**config.mk**
```make
export PLATFORM = sky130hd
export DESIGN_NAME = gtr_ctrl
export DESIGN_NICKNAME = d
export VERILOG_FILES = /design/src/sv/gtr_pkg.sv /design/src/sv/gtr_ctrl.sv
export SDC_FILE = /design/constraint.sdc
export NUM_CORES = 1
export LEC_CHECK = 0
export BUFFER_PORTS_ARGS = -buffer_cell sky130_fd_sc_hd__buf_2
export CAP_MARGIN = 25
export CORE_UTILIZATION = 40
export DETAILED_ROUTE_END_ITERATION = 8
export HOLD_SLACK_MARGIN = 0.12
export SLEW_MARGIN = 20
export SYNTH_ARGS = -nofsm -noshare
export SYNTH_HDL_FRONTEND = slang
export SYNTH_SLANG_ARGS = --single-unit
```
**constraint.sdc**
```tcl
create_clock -name clk_i -period 2.4 [get_ports clk_i]
set_clock_uncertainty 0.1 [all_clocks]
set_input_delay 0.48 -clock clk_i [delete_from_list [all_inputs] [get_ports clk_i]]
set_output_delay 0.48 -clock clk_i [all_outputs]
set_load 0.01 [all_outputs]
```
**src/sv/gtr_pkg.sv**
```systemverilog
// Shared types, constants and font tables of the glyph text renderer.
package gtr_pkg;

  typedef enum logic [1:0] {
    OP_CHAR  = 2'd0,
    OP_GLYPH = 2'd1,
    OP_READ  = 2'd2,
    OP_NONE  = 2'd3
  } op_e;

  typedef enum logic [1:0] {
    CFG_FONT_SIZE  = 2'd0,
    CFG_START_COL  = 2'd1,
    CFG_START_LINE = 2'd2,
    CFG_UNUSED     = 2'd3
  } cfg_idx_e;

  typedef enum logic [1:0] {
    SIZE_12 = 2'd0,
    SIZE_16 = 2'd1,
    SIZE_24 = 2'd2,
    SIZE_14 = 2'd3
  } size_e;

  typedef enum logic [2:0] {
    K_A12  = 3'd0,
    K_A16  = 3'd1,
    K_A24  = 3'd2,
    K_A14  = 3'd3,
    K_H16  = 3'd4,
    K_H24  = 3'd5,
    K_H14  = 3'd6,
    K_NONE = 3'd7
  } kind_e;

  localparam logic [19:0] BASE_A12 = 20'd0;
  localparam logic [19:0] BASE_A16 = BASE_A12 + 20'd1536;
  localparam logic [19:0] BASE_A24 = BASE_A16 + 20'd4096;
  localparam logic [19:0] BASE_H16 = BASE_A24 + 20'd12288;
  localparam logic [19:0] BASE_H24 = BASE_H16 + 20'd267616;
  localparam logic [19:0] BASE_H14 = 20'd784064;
  localparam logic [19:0] BASE_A14 = BASE_H14 + 20'd189504;

  localparam logic [7:0] HZ_LEAD   = 8'ha0;
  localparam logic [7:0] FILL_BYTE = 8'hff;
  localparam int         HZ_ROW    = 94;

  typedef struct packed {
    logic clr_wr;
    logic ld_in;
    logic chr_commit;
    logic out_load;
    logic rd_req;
    logic g_rd0;
    logic g_rd1;
    logic g_wr0;
    logic g_wr1;
  } cmd_t;

  typedef struct packed {
    logic clr_last;
    logic glyph_active;
    logic out_free;
  } sts_t;

  function automatic logic [4:0] kind_w(kind_e k);
    unique case (k)
      K_A12, K_A16, K_A14: kind_w = 5'd8;
      K_A24, K_H16:        kind_w = 5'd16;
      K_H24:               kind_w = 5'd24;
      K_H14:               kind_w = 5'd14;
      default:             kind_w = 5'd0;
    endcase
  endfunction

  function automatic logic [4:0] kind_h(kind_e k);
    unique case (k)
      K_A12:        kind_h = 5'd12;
      K_A16, K_H16: kind_h = 5'd16;
      K_A24, K_H24: kind_h = 5'd24;
      K_A14, K_H14: kind_h = 5'd14;
      default:      kind_h = 5'd0;
    endcase
  endfunction

  function automatic logic [6:0] kind_len(kind_e k);
    unique case (k)
      K_A12:   kind_len = 7'd12;
      K_A16:   kind_len = 7'd16;
      K_A24:   kind_len = 7'd48;
      K_A14:   kind_len = 7'd14;
      K_H16:   kind_len = 7'd32;
      K_H24:   kind_len = 7'd72;
      K_H14:   kind_len = 7'd28;
      default: kind_len = 7'd0;
    endcase
  endfunction

  function automatic logic [19:0] kind_base(kind_e k);
    unique case (k)
      K_A12:   kind_base = BASE_A12;
      K_A16:   kind_base = BASE_A16;
      K_A24:   kind_base = BASE_A24;
      K_A14:   kind_base = BASE_A14;
      K_H16:   kind_base = BASE_H16;
      K_H24:   kind_base = BASE_H24;
      K_H14:   kind_base = BASE_H14;
      default: kind_base = 20'd0;
    endcase
  endfunction

  // bytes per glyph line
  function automatic logic [1:0] kind_bpl(kind_e k);
    unique case (k)
      K_A12, K_A16, K_A14: kind_bpl = 2'd1;
      K_A24, K_H16, K_H14: kind_bpl = 2'd2;
      K_H24:               kind_bpl = 2'd3;
      default:             kind_bpl = 2'd0;
    endcase
  endfunction

endpackage

```
**src/sv/gtr_ctrl.sv**
```systemverilog
// Sequencer of the glyph text renderer: clear pass, item decode, memory steps.
module gtr_ctrl (
  input  logic              clk_i,
  input  logic              rst_ni,
  input  logic              s_axis_tvalid,
  output logic              s_axis_tready,
  input  logic [1:0]        op_i,
  input  gtr_pkg::sts_t     sts_i,
  output gtr_pkg::cmd_t     cmd_o
);

  typedef enum logic [8:0] {
    ST_CLEAR   = 9'b000000001,
    ST_IDLE    = 9'b000000010,
    ST_CHR_OUT = 9'b000000100,
    ST_RD_REQ  = 9'b000001000,
    ST_RD_OUT  = 9'b000010000,
    ST_GLY_RD0 = 9'b000100000,
    ST_GLY_RD1 = 9'b001000000,
    ST_GLY_WR0 = 9'b010000000,
    ST_GLY_WR1 = 9'b100000000
  } state_e;

  state_e state_q, state_d;

  always_comb begin
    state_d       = state_q;
    cmd_o         = '0;
    s_axis_tready = 1'b0;
    unique case (state_q)
      ST_CLEAR: begin
        cmd_o.clr_wr = 1'b1;
        if (sts_i.clr_last) state_d = ST_IDLE;
      end
      ST_IDLE: begin
        s_axis_tready = 1'b1;
        if (s_axis_tvalid) begin
          cmd_o.ld_in = 1'b1;
          unique case (gtr_pkg::op_e'(op_i))
            gtr_pkg::OP_CHAR:  state_d = ST_CHR_OUT;
            gtr_pkg::OP_GLYPH: state_d = sts_i.glyph_active ? ST_GLY_RD0 : ST_IDLE;
            gtr_pkg::OP_READ:  state_d = ST_RD_REQ;
            default:           state_d = ST_IDLE;
          endcase
        end
      end
      ST_CHR_OUT: begin
        if (sts_i.out_free) begin
          cmd_o.out_load   = 1'b1;
          cmd_o.chr_commit = 1'b1;
          state_d          = ST_IDLE;
        end
      end
      ST_RD_REQ: begin
        cmd_o.rd_req = 1'b1;
        state_d      = ST_RD_OUT;
      end
      ST_RD_OUT: begin
        if (sts_i.out_free) begin
          cmd_o.out_load = 1'b1;
          state_d        = ST_IDLE;
        end
      end
      ST_GLY_RD0: begin
        cmd_o.g_rd0 = 1'b1;
        state_d     = ST_GLY_RD1;
      end
      ST_GLY_RD1: begin
        cmd_o.g_rd1 = 1'b1;
        state_d     = ST_GLY_WR0;
      end
      ST_GLY_WR0: begin
        cmd_o.g_wr0 = 1'b1;
        state_d     = ST_GLY_WR1;
      end
      ST_GLY_WR1: begin
        cmd_o.g_wr1 = 1'b1;
        state_d     = ST_IDLE;
      end
      default: state_d = ST_CLEAR;
    endcase
  end

  always_ff @(posedge clk_i or negedge rst_ni) begin
    if (!rst_ni) begin
      state_q <= ST_CLEAR;
    end else begin
      state_q <= state_d;
    end
  end

`ifndef SYNTHESIS
  a_load_free: assert property (@(posedge clk_i) disable iff (!rst_ni)
    cmd_o.out_load |-> sts_i.out_free) else $error("result loaded into full slot");
  a_clear_blocks: assert property (@(posedge clk_i) disable iff (!rst_ni)
    cmd_o.clr_wr |-> !s_axis_tready) else $error("input taken during clear");
  a_rmw_order: assert property (@(posedge clk_i) disable iff (!rst_ni)
    cmd_o.g_rd1 |=> cmd_o.g_wr0 ##1 cmd_o.g_wr1) else $error("glyph rmw broken");
`endif

endmodule

```
==> results of run 1 <==
## power by group through the flow
stage          combinational [mW]  clock, mW  sequential [mW]
2_1_floorplan               0.261          0            0.189
3_3_place_gp                0.282          0            0.233
3_5_place_dp                0.281          0            0.232
4_1_cts                     0.285      0.129            0.228
5_1_grt                     0.321      0.138            0.240
6_report                    0.284      0.125            0.233
## worst register-to-register path, delay by kind of cell, from the launching register on
family | cells | cell delay (ps)
AND/OR/NAND/NOR | 1 | 320
AO/OA/AOI/OAI | 2 | 330
flip-flops | 1 | 500
multiplexers | 1 | 340
## logic make-up (layout without fill, tap and decap cells)
logic type / count (synthesis) / in the layout / synth area share [%]
compound gates: 12 / 12 / 12.1
mux: 1 / 1 / 1.70
simple gates: 41 / 41 / 44.6
buf+inv: 5 / 25 / 3.40
flops: 9 / 9 / 34.2
xor+xnor: 3 / 3 / 3.97
## synth_stat cells, types with 2 or more instances
cell      instances
nor2_1            9
dfrtp_1           8
nor3b_1           7
o21ai_0           5
and3_1            3
buf_2             3
nand3_1           3
nor2b_1           3
and4b_1           2
and4bb_1          2
inv_1             2
nand2_1           2
nor3_1            2
xor2_1            2
## stage by stage
stage                     setup WS [ps]  power, mW  area, um2
after floorplan                     552      0.450        662
after global placement              405      0.516        752
after detailed placement            394      0.513        752
after CTS                          86.9      0.642        790
after global routing               23.1      0.699        806
final                               120      0.642        806
## layout make-up
type	instances	area (um2)	area share, %
timing repair buffer	19	103	12.7
clock buffer	3	22.5	2.80
multi-input combinational	57	419	52.0
inverter	2	7.51	0.932
sequential	9	229	28.4
tap	16	20.0	2.48
clock inverter	1	5.00	0.621
## worst max-delay path by stage
| stage | to | slack (ps) |
|---|---|---|
| finish | cmd_o[7] | 120 |
| floorplan | cmd_o[6] | 550 |
| global route | cmd_o[7] | 20 |
| CTS | cmd_o[7] | 90 |
| global placement | cmd_o[7] | 410 |
| detailed placement | cmd_o[7] | 390 |
## what timing repair did
action                                  4_1_cts  5_1_grt
resized for setup                             0        3
endpoints found under the hold margin         8        0
hold buffers                                  1        0
buffers inserted                              0        1
endpoints found under the setup margin        0        2
## metal layers
layer	share of wire (%)	vias to the layer above	global-route usage, %
li1	-	307	-
met1	47	281	22.3
met2	46	15	27.9
met3	3.8	4	4.26
met4	2.4	0	11.3
met5	0	-	0
==> impl_results.md, run 1 <==
- Status: completed
- Placed insts: 101
- R2R depth: 4
- Vias: a little over 600
- Post-route insts no fill: around 110
- Share of layout cells above drive strength 1: about a third
- Worst hold stages: 2
- Aggregate global-route resource usage: between 15 and 20%
- Startpoint types: register
- Layout area overhead: 21.7%
- Nets: 100
- Vias per cell: approximately 5.7
- Leak Pwr: 0.394 nW
- Critical Path AT: between 1500 and 2000 ps
- Final Wtd Congestion: ~0.8
- Boundary Pins: 18
- Global-route wire length before repair: 2.44 mm
- Setup TNS: 0 ps
- Hold Crit Start: sts_i[2]
- Avg Cell Area, Syn: between 9 and 10 um2
- CTS buffer count: 3
- # diodes: 0
- CTS Buffer Depth: 2
- Reg2reg end: state_q[2]
- Max-cap violation count: 0
- Clk pin slew, worst setup/hold paths: 70 ps
- Slowest-stage cell, CP: dfrtp_2
- Cell family with most CP delay: simple AND/OR/NAND/NOR gates
- CTS tree: yes
- Crit path depth: 4
- CP Capture Type: output pin
- Max Transition Viols Final: 0
- CP max FO: 7
- Top FF cell, synth: dfrtp_1
- Utilization after layout: around 53%
- H-tree Lvls: 1
- Seq pwr share: between 30% and 40%
- Count of input and output buffers: 17
- Sequential area share after synthesis: approximately 34%
- Drt initial violations: 10
- Yosys cell types: 32
- Antenna violations before repair: 0
- Worst EP required: 1820 ps
- Vias in the first global route: around 570
- Hold WC Path Type: input pin to register
- Biggest regs: state_q x9
- # DRC: 0
- Hold EP: state_q[0]
- Die area: approximately 1800 um2
- Clk_lat worst skew: 270 ps
- Die Wd: approximately 43 um
- #FFs+latches synth: 9
- Clk network pwr share: around 20%
- Pint: 383 uW
- FMAX: roughly 440 MHz
- CTS sink count: 9
- Switching pwr: ~260 uW
- Slowest Stage Delay on Critical Path: 460 ps
- Kind of critical path: register to output pin
- Cell Area, Synth: roughly 660 um2
- Pin count of the biggest net entering global routing: 11
- CP startpoint: state_q[6]
- DRT Wirelength: 1.42 mm
- Post-route clock period utilization: a little over nine tenths
- Peak VDD IR: between 0.3 and 0.4 mV
- Most flop-heavy register: state_q
- Slew @ Worst Pin: roughly 340 ps
- Shortest period the worst path allows: 2280 ps
- Wire per inst: 13.2 um
- Area contributors post-synth: dfrtp_1, nor3b_1, nor2_1
- Core area: 1520 um2
- DIE HEIGHT: 42.7 um
- Reg2Reg Setup Slack: about 700 ps
- Post-detailed-route count of antenna-violating nets: 0
- Hold_ws: roughly 290 ps
- Slew HR: slightly below 80%
- Hold Vio Cnt, Final: 0
- Logic pwr share: ~44%
- Max reg flops: 9
- Cells after Synth: 71
- Filler cells: roughly 140
- First-pass DRT Iterations: 2
- # setup viols final: 0
- RSZ-0062 raised after global routing: false
- Pwr dens: approximately 800 nW/um2
- Area fraction of the dominant cell type after synthesis: around 30%
- Yosys warns: 0
- Worst r2r src: state_q[4]
- Most frequent cells in the layout: buf_2, nor2_1, nor3b_1
- Grt total ovfl: 0
- Most common cell after layout, fill and taps aside: buf_2
- Starting Density: between 40% and 50%
- Synth area leader: dfrtp_1
- Synth async-reset ratio: 100%
- Root buf cell: clkbuf_4
- Post-DP HPWL: approximately 1.1 mm
- Switching share of power: between 40 and 50%
- EDFF count, synth: 0
- Std cell rows: 14
- Buf+Inv Stages, Crit Path: 1
- Crit-path cells: nor4_4 > and4b_4 > and2_4 > buf_2
- Post-Syn Nets: slightly below 80
Power figures use the tool's default switching activity.
==> inputs of run 2 (changes only) <==
--- a/config.mk
+++ b/config.mk
@@ -5,6 +5,7 @@
 export SDC_FILE = /design/constraint.sdc
 export NUM_CORES = 1
 export LEC_CHECK = 0
+export ABC_AREA = 1
 export BUFFER_PORTS_ARGS = -buffer_cell sky130_fd_sc_hd__buf_2
 export CAP_MARGIN = 25
 export CORE_UTILIZATION = 40
==> run 2 against run 1 <==
Against the previous run:
- flip-flop and latch count stayed put
- critical endpoint is now cmd_o[5]
- highest routed layer unchanged
- critical path depth up 2
- sequential power is 15% lower
- clock power down 5%
- hold slack gained 72 ps
- synthesized area rose by 1.5%
==> impl_results.md, run 2 <==
- Status: completed
- Tot Pwr: 622 uW (-3.1%)
- Hold_ws: 359 ps (+71.9 ps)
- Place WS: 706 ps (+313 ps)
- Cells after Synth: 98 (+38%)
- Hold Vio Cnt, Final: 0 (unchanged)
- Post-DP HPWL: 1.16 mm (+7.3%)
- Vias in the first global route: 571 (+0.53%)
- Slew @ Worst Pin: 247 ps (-97.2 ps)
- Drt initial violations: 12 (+2)
- Final Worst Setup Slack: 420 ps (+300 ps)
- Die area: 1850 um2 (+1.4%)
- Post-Synth Simple-Gate Area: 52.9% (+8.3 points)
- Post-synthesis mux area share: 0% (-1.7 points)
- Wire per inst: 10.3 um (-22%)
- Most flop-heavy register: state_q
- Synth async-reset ratio: 100% (unchanged)
- CP Capture Type: output pin
- H-tree Lvls: 1 (unchanged)
- Placed insts: 131 (+30%)
- Vias: 627 (+3.3%)
- CTS hold repair buffers: 1 (unchanged)
- Core area: 1540 um2 (+1.1%)
- Std cell rows: 14 (unchanged)
- Startpoint types: register
- #FFs+latches synth: 9 (unchanged)
- DRT Wirelength: 1.41 mm (-0.64%)
- Leak Pwr: 0.505 nW (+28%)
- CTS buffer count: 3 (unchanged)
- CTS tree: yes
- Max-cap violation count: 0 (unchanged)
- Slew HR: 83.4% (+6.5 points)
- Design area: 813 um2 (+0.93%)
- # DRC: 0 (unchanged)
- Synth area leader: dfrtp_1
- Placed Area: 777 um2 (+3.3%)
- Most common cell after layout, fill and taps aside: nand2_1
- Setup Buffers After CTS: 0 (unchanged)
- FMAX: 505 MHz (+15%)
- XOR/XNOR share of the synthesized area: 0% (-4.0 points)
- Count of input and output buffers: 17 (unchanged)
- Global-route wire length before repair: 2.42 mm (-0.57%)
- Area contributors post-synth: dfrtp_1, nand2_1, inv_1
- Clk pin slew, worst setup/hold paths: 60 ps (about the same)
- EDFF count, synth: 0 (unchanged)
- Aggregate global-route resource usage: 18.2% (+0.23 points)
- Synth Area in Compound Gates: 1.49% (-11 points)
- Setup TNS: 0 ps (unchanged)
- # diodes: 0 (unchanged)
- Most frequent cells after synthesis: nand2_1, inv_1, nor2_1
- Nets: 129 (+29%)
- Die Wd: 43.0 um (+0.71%)
- CP max FO: 3 (-4)
- Layout area overhead: 21.0%
- Boundary Pins: 18 (unchanged)
- Top FF cell, synth: dfrtp_1
- Hold WC Path Type: input pin to register
- Pin count of the biggest net entering global routing: 10 (-1)
- Cts repair resizes: 0 (unchanged)
- Avg Cell Area, Syn: 6.86 um2 (-26%)
- Max reg flops: 9 (unchanged)
- First-pass DRT Iterations: 4 (+2)
- Max Transition Viols Final: 0 (unchanged)
- Clk_lat worst skew: 260 ps (about the same)
- Largest family of logic cells by synthesized area: simple AND/OR/NAND/NOR gates
- Yosys cell types: 18 (-44%)
- Post-Syn Nets: 106 (+34%)
- RSZ-0062 raised after global routing: false
- Biggest regs: state_q x9
- Adder-Cell Fraction of Synth Area: 0% (unchanged)
- Count leader, synth: nand2_1
- Vias per cell: 4.61 (-19%)
- DIE HEIGHT: 43.0 um (+0.71%)
- Most frequent cells in the layout: nand2_1, inv_1, buf_2
- Worst EP required: 1820 ps (about the same)
- Final Wtd Congestion: 0.772 (-3.6%)
- Shortest period the worst path allows: 1980 ps (-300 ps)
- Post-route insts no fill: 136 (+27%)
- Sequential area share after synthesis: 33.7% (-0.51 points)
- Post-route clock period utilization: 82.5% (-13 points)
- Pwr dens: 765 nW/um2 (-4.0%)
- # setup viols final: 0 (unchanged)
- CTS Buffer Depth: 2 (unchanged)
- Antenna violations before repair: 0 (unchanged)
- Kind of critical path: register to output pin
- Critical Path AT: 1400 ps (-300 ps)
- Grt total ovfl: 0 (unchanged)
- Peak VDD IR: 0.435 mV (+26%)
- Cell Area, Synth: 672 um2 (+1.5%)
- Utilization after layout: 52.8% (-0.11 points)
- CTS sink count: 9 (unchanged)
- Root buf cell: clkbuf_4
- Yosys warns: 0 (unchanged)
- Post-detailed-route count of antenna-violating nets: 0 (unchanged)
- Area fraction of the dominant cell type after synthesis: 29.8% (-0.45 points)
- Share of layout cells above drive strength 1: 36.7% (+1.5 points)
- Starting Density: 43.6% (+0.16 points)
## run 2: cell types whose count changed after synthesis, moves of 5 or more
cell / previous run / this run
o21ai_0: 5 / 0
nor3b_1: 7 / 0
nor2_2: 0 / 5
nand2_2: 0 / 7
nand2_1: 2 / 22
inv_1: 2 / 17
## run 2: worst max-delay path: stages (launching register included)
cell and delay [ps]:
dfrtp_1 400, inv_1 90, nand2_1 70, nor2_1 200
nand2_2 120, a21oi_1 120, buf_2 140
## run 2: layout make-up
| type | count | area (um2) |
|---|---|---|
| multi-input combinational | 68 | 365 |
| tap | 16 | 20.0 |
| clock buffer | 4 | 26.3 |
| timing repair buffer | 18 | 95.1 |
| inverter | 21 | 80.1 |
| sequential | 9 | 226 |
| fill | 154 | 728 |
## run 2: cell families after synthesis
group	Yosys count
AND/OR/NAND/NOR	66
buffers and inverters	21
flip-flops	9
AO/OA/AOI/OAI	2
## run 2: worst paths after layout
| check | depth (start not counted) | end | slack, ps | from |
|---|---|---|---|---|
| setup / recovery | 6 | cmd_o[5] | 420 | state_q[7] |
| hold / removal | 3 | state_q[3] | 360 | op_i[1] |
| setup reg to reg | 9 | state_q[1] | 950 | state_q[0] |
| hold reg to reg | 2 | state_q[4] | 450 | state_q[4] |
| max in group asynchronous | 2 | state_q[0] | 1450 | rst_ni |
| min in group asynchronous | 2 | state_q[5] | 510 | rst_ni |
## run 2: per-layer routing
layer  wire length [um]  track usage, %  part of all wire, %  vias to the layer above
met4                 23            9.09                  1.6                        0
met5                  0               0                    0                        -
met1                697            24.2                   50                      271
li1                   -               -                    -                      341
met2                645            27.9                   46                       11
met3                 41            3.83                  2.9                        4
## run 2: power by group
| part | switching, mW | internal, mW | total, mW |
|---|---|---|---|
| clock network | 0.0553 | 0.0642 | 0.119 |
| registers | 0.0161 | 0.181 | 0.197 |
| logic | 0.200 | 0.105 | 0.306 |
==> inputs of run 3 (changes only) <==
--- a/config.mk
+++ b/config.mk
@@ -11,6 +11,7 @@
 export CORE_UTILIZATION = 40
 export DETAILED_ROUTE_END_ITERATION = 8
 export HOLD_SLACK_MARGIN = 0.12
+export PLACE_DENSITY = 0.66
 export SLEW_MARGIN = 20
 export SYNTH_ARGS = -nofsm -noshare
 export SYNTH_HDL_FRONTEND = slang
==> constraint.sdc (replaced) <==
create_clock -name clk_i -period 1.6 [get_ports clk_i]
set_clock_uncertainty 0.1 [all_clocks]
set_input_delay 0.32 -clock clk_i [delete_from_list [all_inputs] [get_ports clk_i]]
set_output_delay 0.32 -clock clk_i [all_outputs]
set_load 0.01 [all_outputs]
==> run 3 against run 2 <==
Against the previous run:
- the run now ends with negative setup slack left
- setup slack worse by 610 ps
- combinational power up 98%
- largest power group unchanged
- largest cell class unchanged
- total power up 74%
==> impl_results.md, run 3 (same netlist as run 2, synthesis figures left out) <==
- Status: complete, but fails checks
- Failing checks: negative setup slack
- # diodes: 0 (unchanged)
- Share of layout cells above drive strength 1: 55.3% (+19 points)
- CTS Buffer Depth: 2 (unchanged)
- Setup TNS: -1440 ps (-1440 ps)
- Global-route wire length before repair: 2.59 mm (+6.9%)
- Logic pwr share: 55.9% (+6.8 points)
- Max reg flops: 9 (unchanged)
- Peak VDD IR: 0.585 mV (+34%)
- First-pass DRT Iterations: 4 (unchanged)
- FF+latch area: 226 um2 (unchanged)
- Switching pwr: 467 uW (+72%)
- CTS tree: yes
- Cell family with most CP delay: simple AND/OR/NAND/NOR gates
- Biggest regs: state_q x9
- Pwr dens: 1100 nW/um2 (+43%)
- Post-route clock period utilization: 112%
- CP Capture Type: output pin
- Utilization after layout: 64.0% (+11 points)
- Final Worst Setup Slack: -191 ps (-611 ps)
- Crit-path cells: nor2_2 > nand2_2 > nor2_2 > nand2_2 > a21oi_2 > buf_2
- CTS sink count: 9 (unchanged)
- Layout area overhead: 46.9%
- Grt total ovfl: 0 (unchanged)
- Most frequent cells in the layout: nand2_1, buf_2, inv_1
- # DRC: 0 (unchanged)
- Shortest period the worst path allows: around 1800 ps
- Std cell rows: 14 (unchanged)
- Core area: 1540 um2 (unchanged)
- Clk network pwr share: 16.0% (-3.2 points)
- Hold WC Path Type: input pin to register
- Slowest-stage cell, CP: dfrtp_1
- Aggregate global-route resource usage: 18.9% (+0.72 points)
- Post-detailed-route count of antenna-violating nets: 0 (unchanged)
- Clk pin slew, worst setup/hold paths: 60 ps (about the same)
- Vias: 705 (+12%)
- Pin count of the biggest net entering global routing: 10 (unchanged)
- Switching share of power: 43.1% (-0.51 points)
- Buf+Inv Stages, Crit Path: 1 (-1)
- Slew HR: 85.4% (+2.0 points)
- Final Wtd Congestion: 0.772 (about the same)
- Critical Path AT: 1370 ps (-30 ps)
- FMAX: between 500 and 600 MHz
- Post-route insts no fill: 148 (+8.8%)
- Placed insts: 131 (unchanged)
- Drt initial violations: 13 (+1)
- Worst EP required: 1180 ps (-640 ps)
- Most common cell after layout, fill and taps aside: nand2_1
- Die Wd: 43.0 um (unchanged)
- Slew @ Worst Pin: 218 ps (-29.3 ps)
- Slowest Stage Delay on Critical Path: 420 ps (+20 ps)
- Seq pwr share: 28.1% (-3.6 points)
- Multi-input gate area: 443 um2 (+21%)
- Filler cells: 132 (-14%)
- Kind of critical path: register to output pin
- Clk_lat worst skew: 260 ps (about the same)
- Nets: 141 (+9.3%)
- CTS buffer count: 3 (unchanged)
- Vias per cell: 4.76 (+3.3%)
- Starting Density: 43.6% (unchanged)
- RSZ-0062 raised after global routing: true
- # setup viols final: 10 (+10)
- H-tree Lvls: 1 (unchanged)
- Wire per inst: 11.0 um (+6.1%)
- Count of input and output buffers: 17 (unchanged)
- Most flop-heavy register: state_q
- CP max FO: 6 (+3)
- Hold Vio Cnt, Final: 0 (unchanged)
- Die area: 1850 um2 (unchanged)
- Max Transition Viols Final: 0 (unchanged)
- Boundary Pins: 18 (unchanged)
- DIE HEIGHT: 43.0 um (unchanged)
- Antenna violations before repair: 0 (unchanged)
- Root buf cell: clkbuf_4
- Tot Pwr: 1.08 mW (+74%)
- Vias in the first global route: 648 (+13%)
- DRT Wirelength: 1.63 mm (+15%)
- Leak Pwr: 0.577 nW (+14%)
- Max-cap violation count: 0 (unchanged)
- Pint: 616 uW (+76%)
- Startpoint types: register
- Post-DP HPWL: 1.15 mm (-1.5%)
[run 3: worst paths after layout]
kind / start / to / slack [ps] / cells after the start
min in group asynchronous: rst_ni / state_q[3] / 330 / 2
max reg2reg: state_q[0] / state_q[1] / 100 / 10
min: sts_i[2] / state_q[0] / 200 / 4
max in group asynchronous: rst_ni / state_q[0] / 820 / 2
max: state_q[2] / cmd_o[5] / -190 / 6
min reg2reg: state_q[8] / state_q[7] / 520 / 3
[run 3: cell type report]
| class | count | area share (%) |
|---|---|---|
| Multi-Input combinational cell | 68 | 44.9 |
| Sequential cell | 9 | 22.9 |
| Timing Repair Buffer | 30 | 19.4 |
| Inverter | 21 | 8.11 |
| Clock buffer | 4 | 2.66 |
| Tap cell | 16 | 2.03 |
[run 3: power groups by stage]
stage / Combinational, mW / Sequential, mW / Clock [mW]
after floorplan: 0.346 / 0.296 / 0
after global placement: 0.453 / 0.300 / 0
after detailed placement: 0.454 / 0.302 / 0
after CTS: 0.527 / 0.296 / 0.177
after global routing: 0.679 / 0.307 / 0.195
final: 0.605 / 0.304 / 0.173
[run 3: worst register-to-register path: stages, from the launching register on]
cell	delay (ps)
dfstp_2	550
inv_1	70
nand2_2	90
nor2_2	50
nand2_4	60
buf_4	110
nand2_4	60
nor2_2	120
nand2_1	70
nand2_1	70
nand2_1	40
[run 3: through the flow]
stage          setup slack (ps)  hold WS [ps]  area [um2]
2_1_floorplan               162         -75.6         672
3_3_place_gp               68.5          79.8         777
3_5_place_dp               56.1          82.5         777
4_1_cts                    -198           201         906
5_1_grt                    -277           198         987
6_report                   -191           197         987
[run 3: routing by layer]
metal,routed length (um),global-route usage (%),vias up
met3,55,2.55,5
met5,0,0,-
li1,-,-,364
met1,684,24.3,320
met4,36,9.09,0
met2,848,31.2,16
[run 3: repair_timing]
| item | CTS | global route |
|---|---|---|
| gates resized for setup | 9 | 14 |
| setup endpoints to repair | 10 | 14 |
| setup buffers | 7 | 5 |
| hold buffers | 1 | 0 |
| hold endpoints to repair | 9 | 0 |
| pin swaps | 6 | 5 |
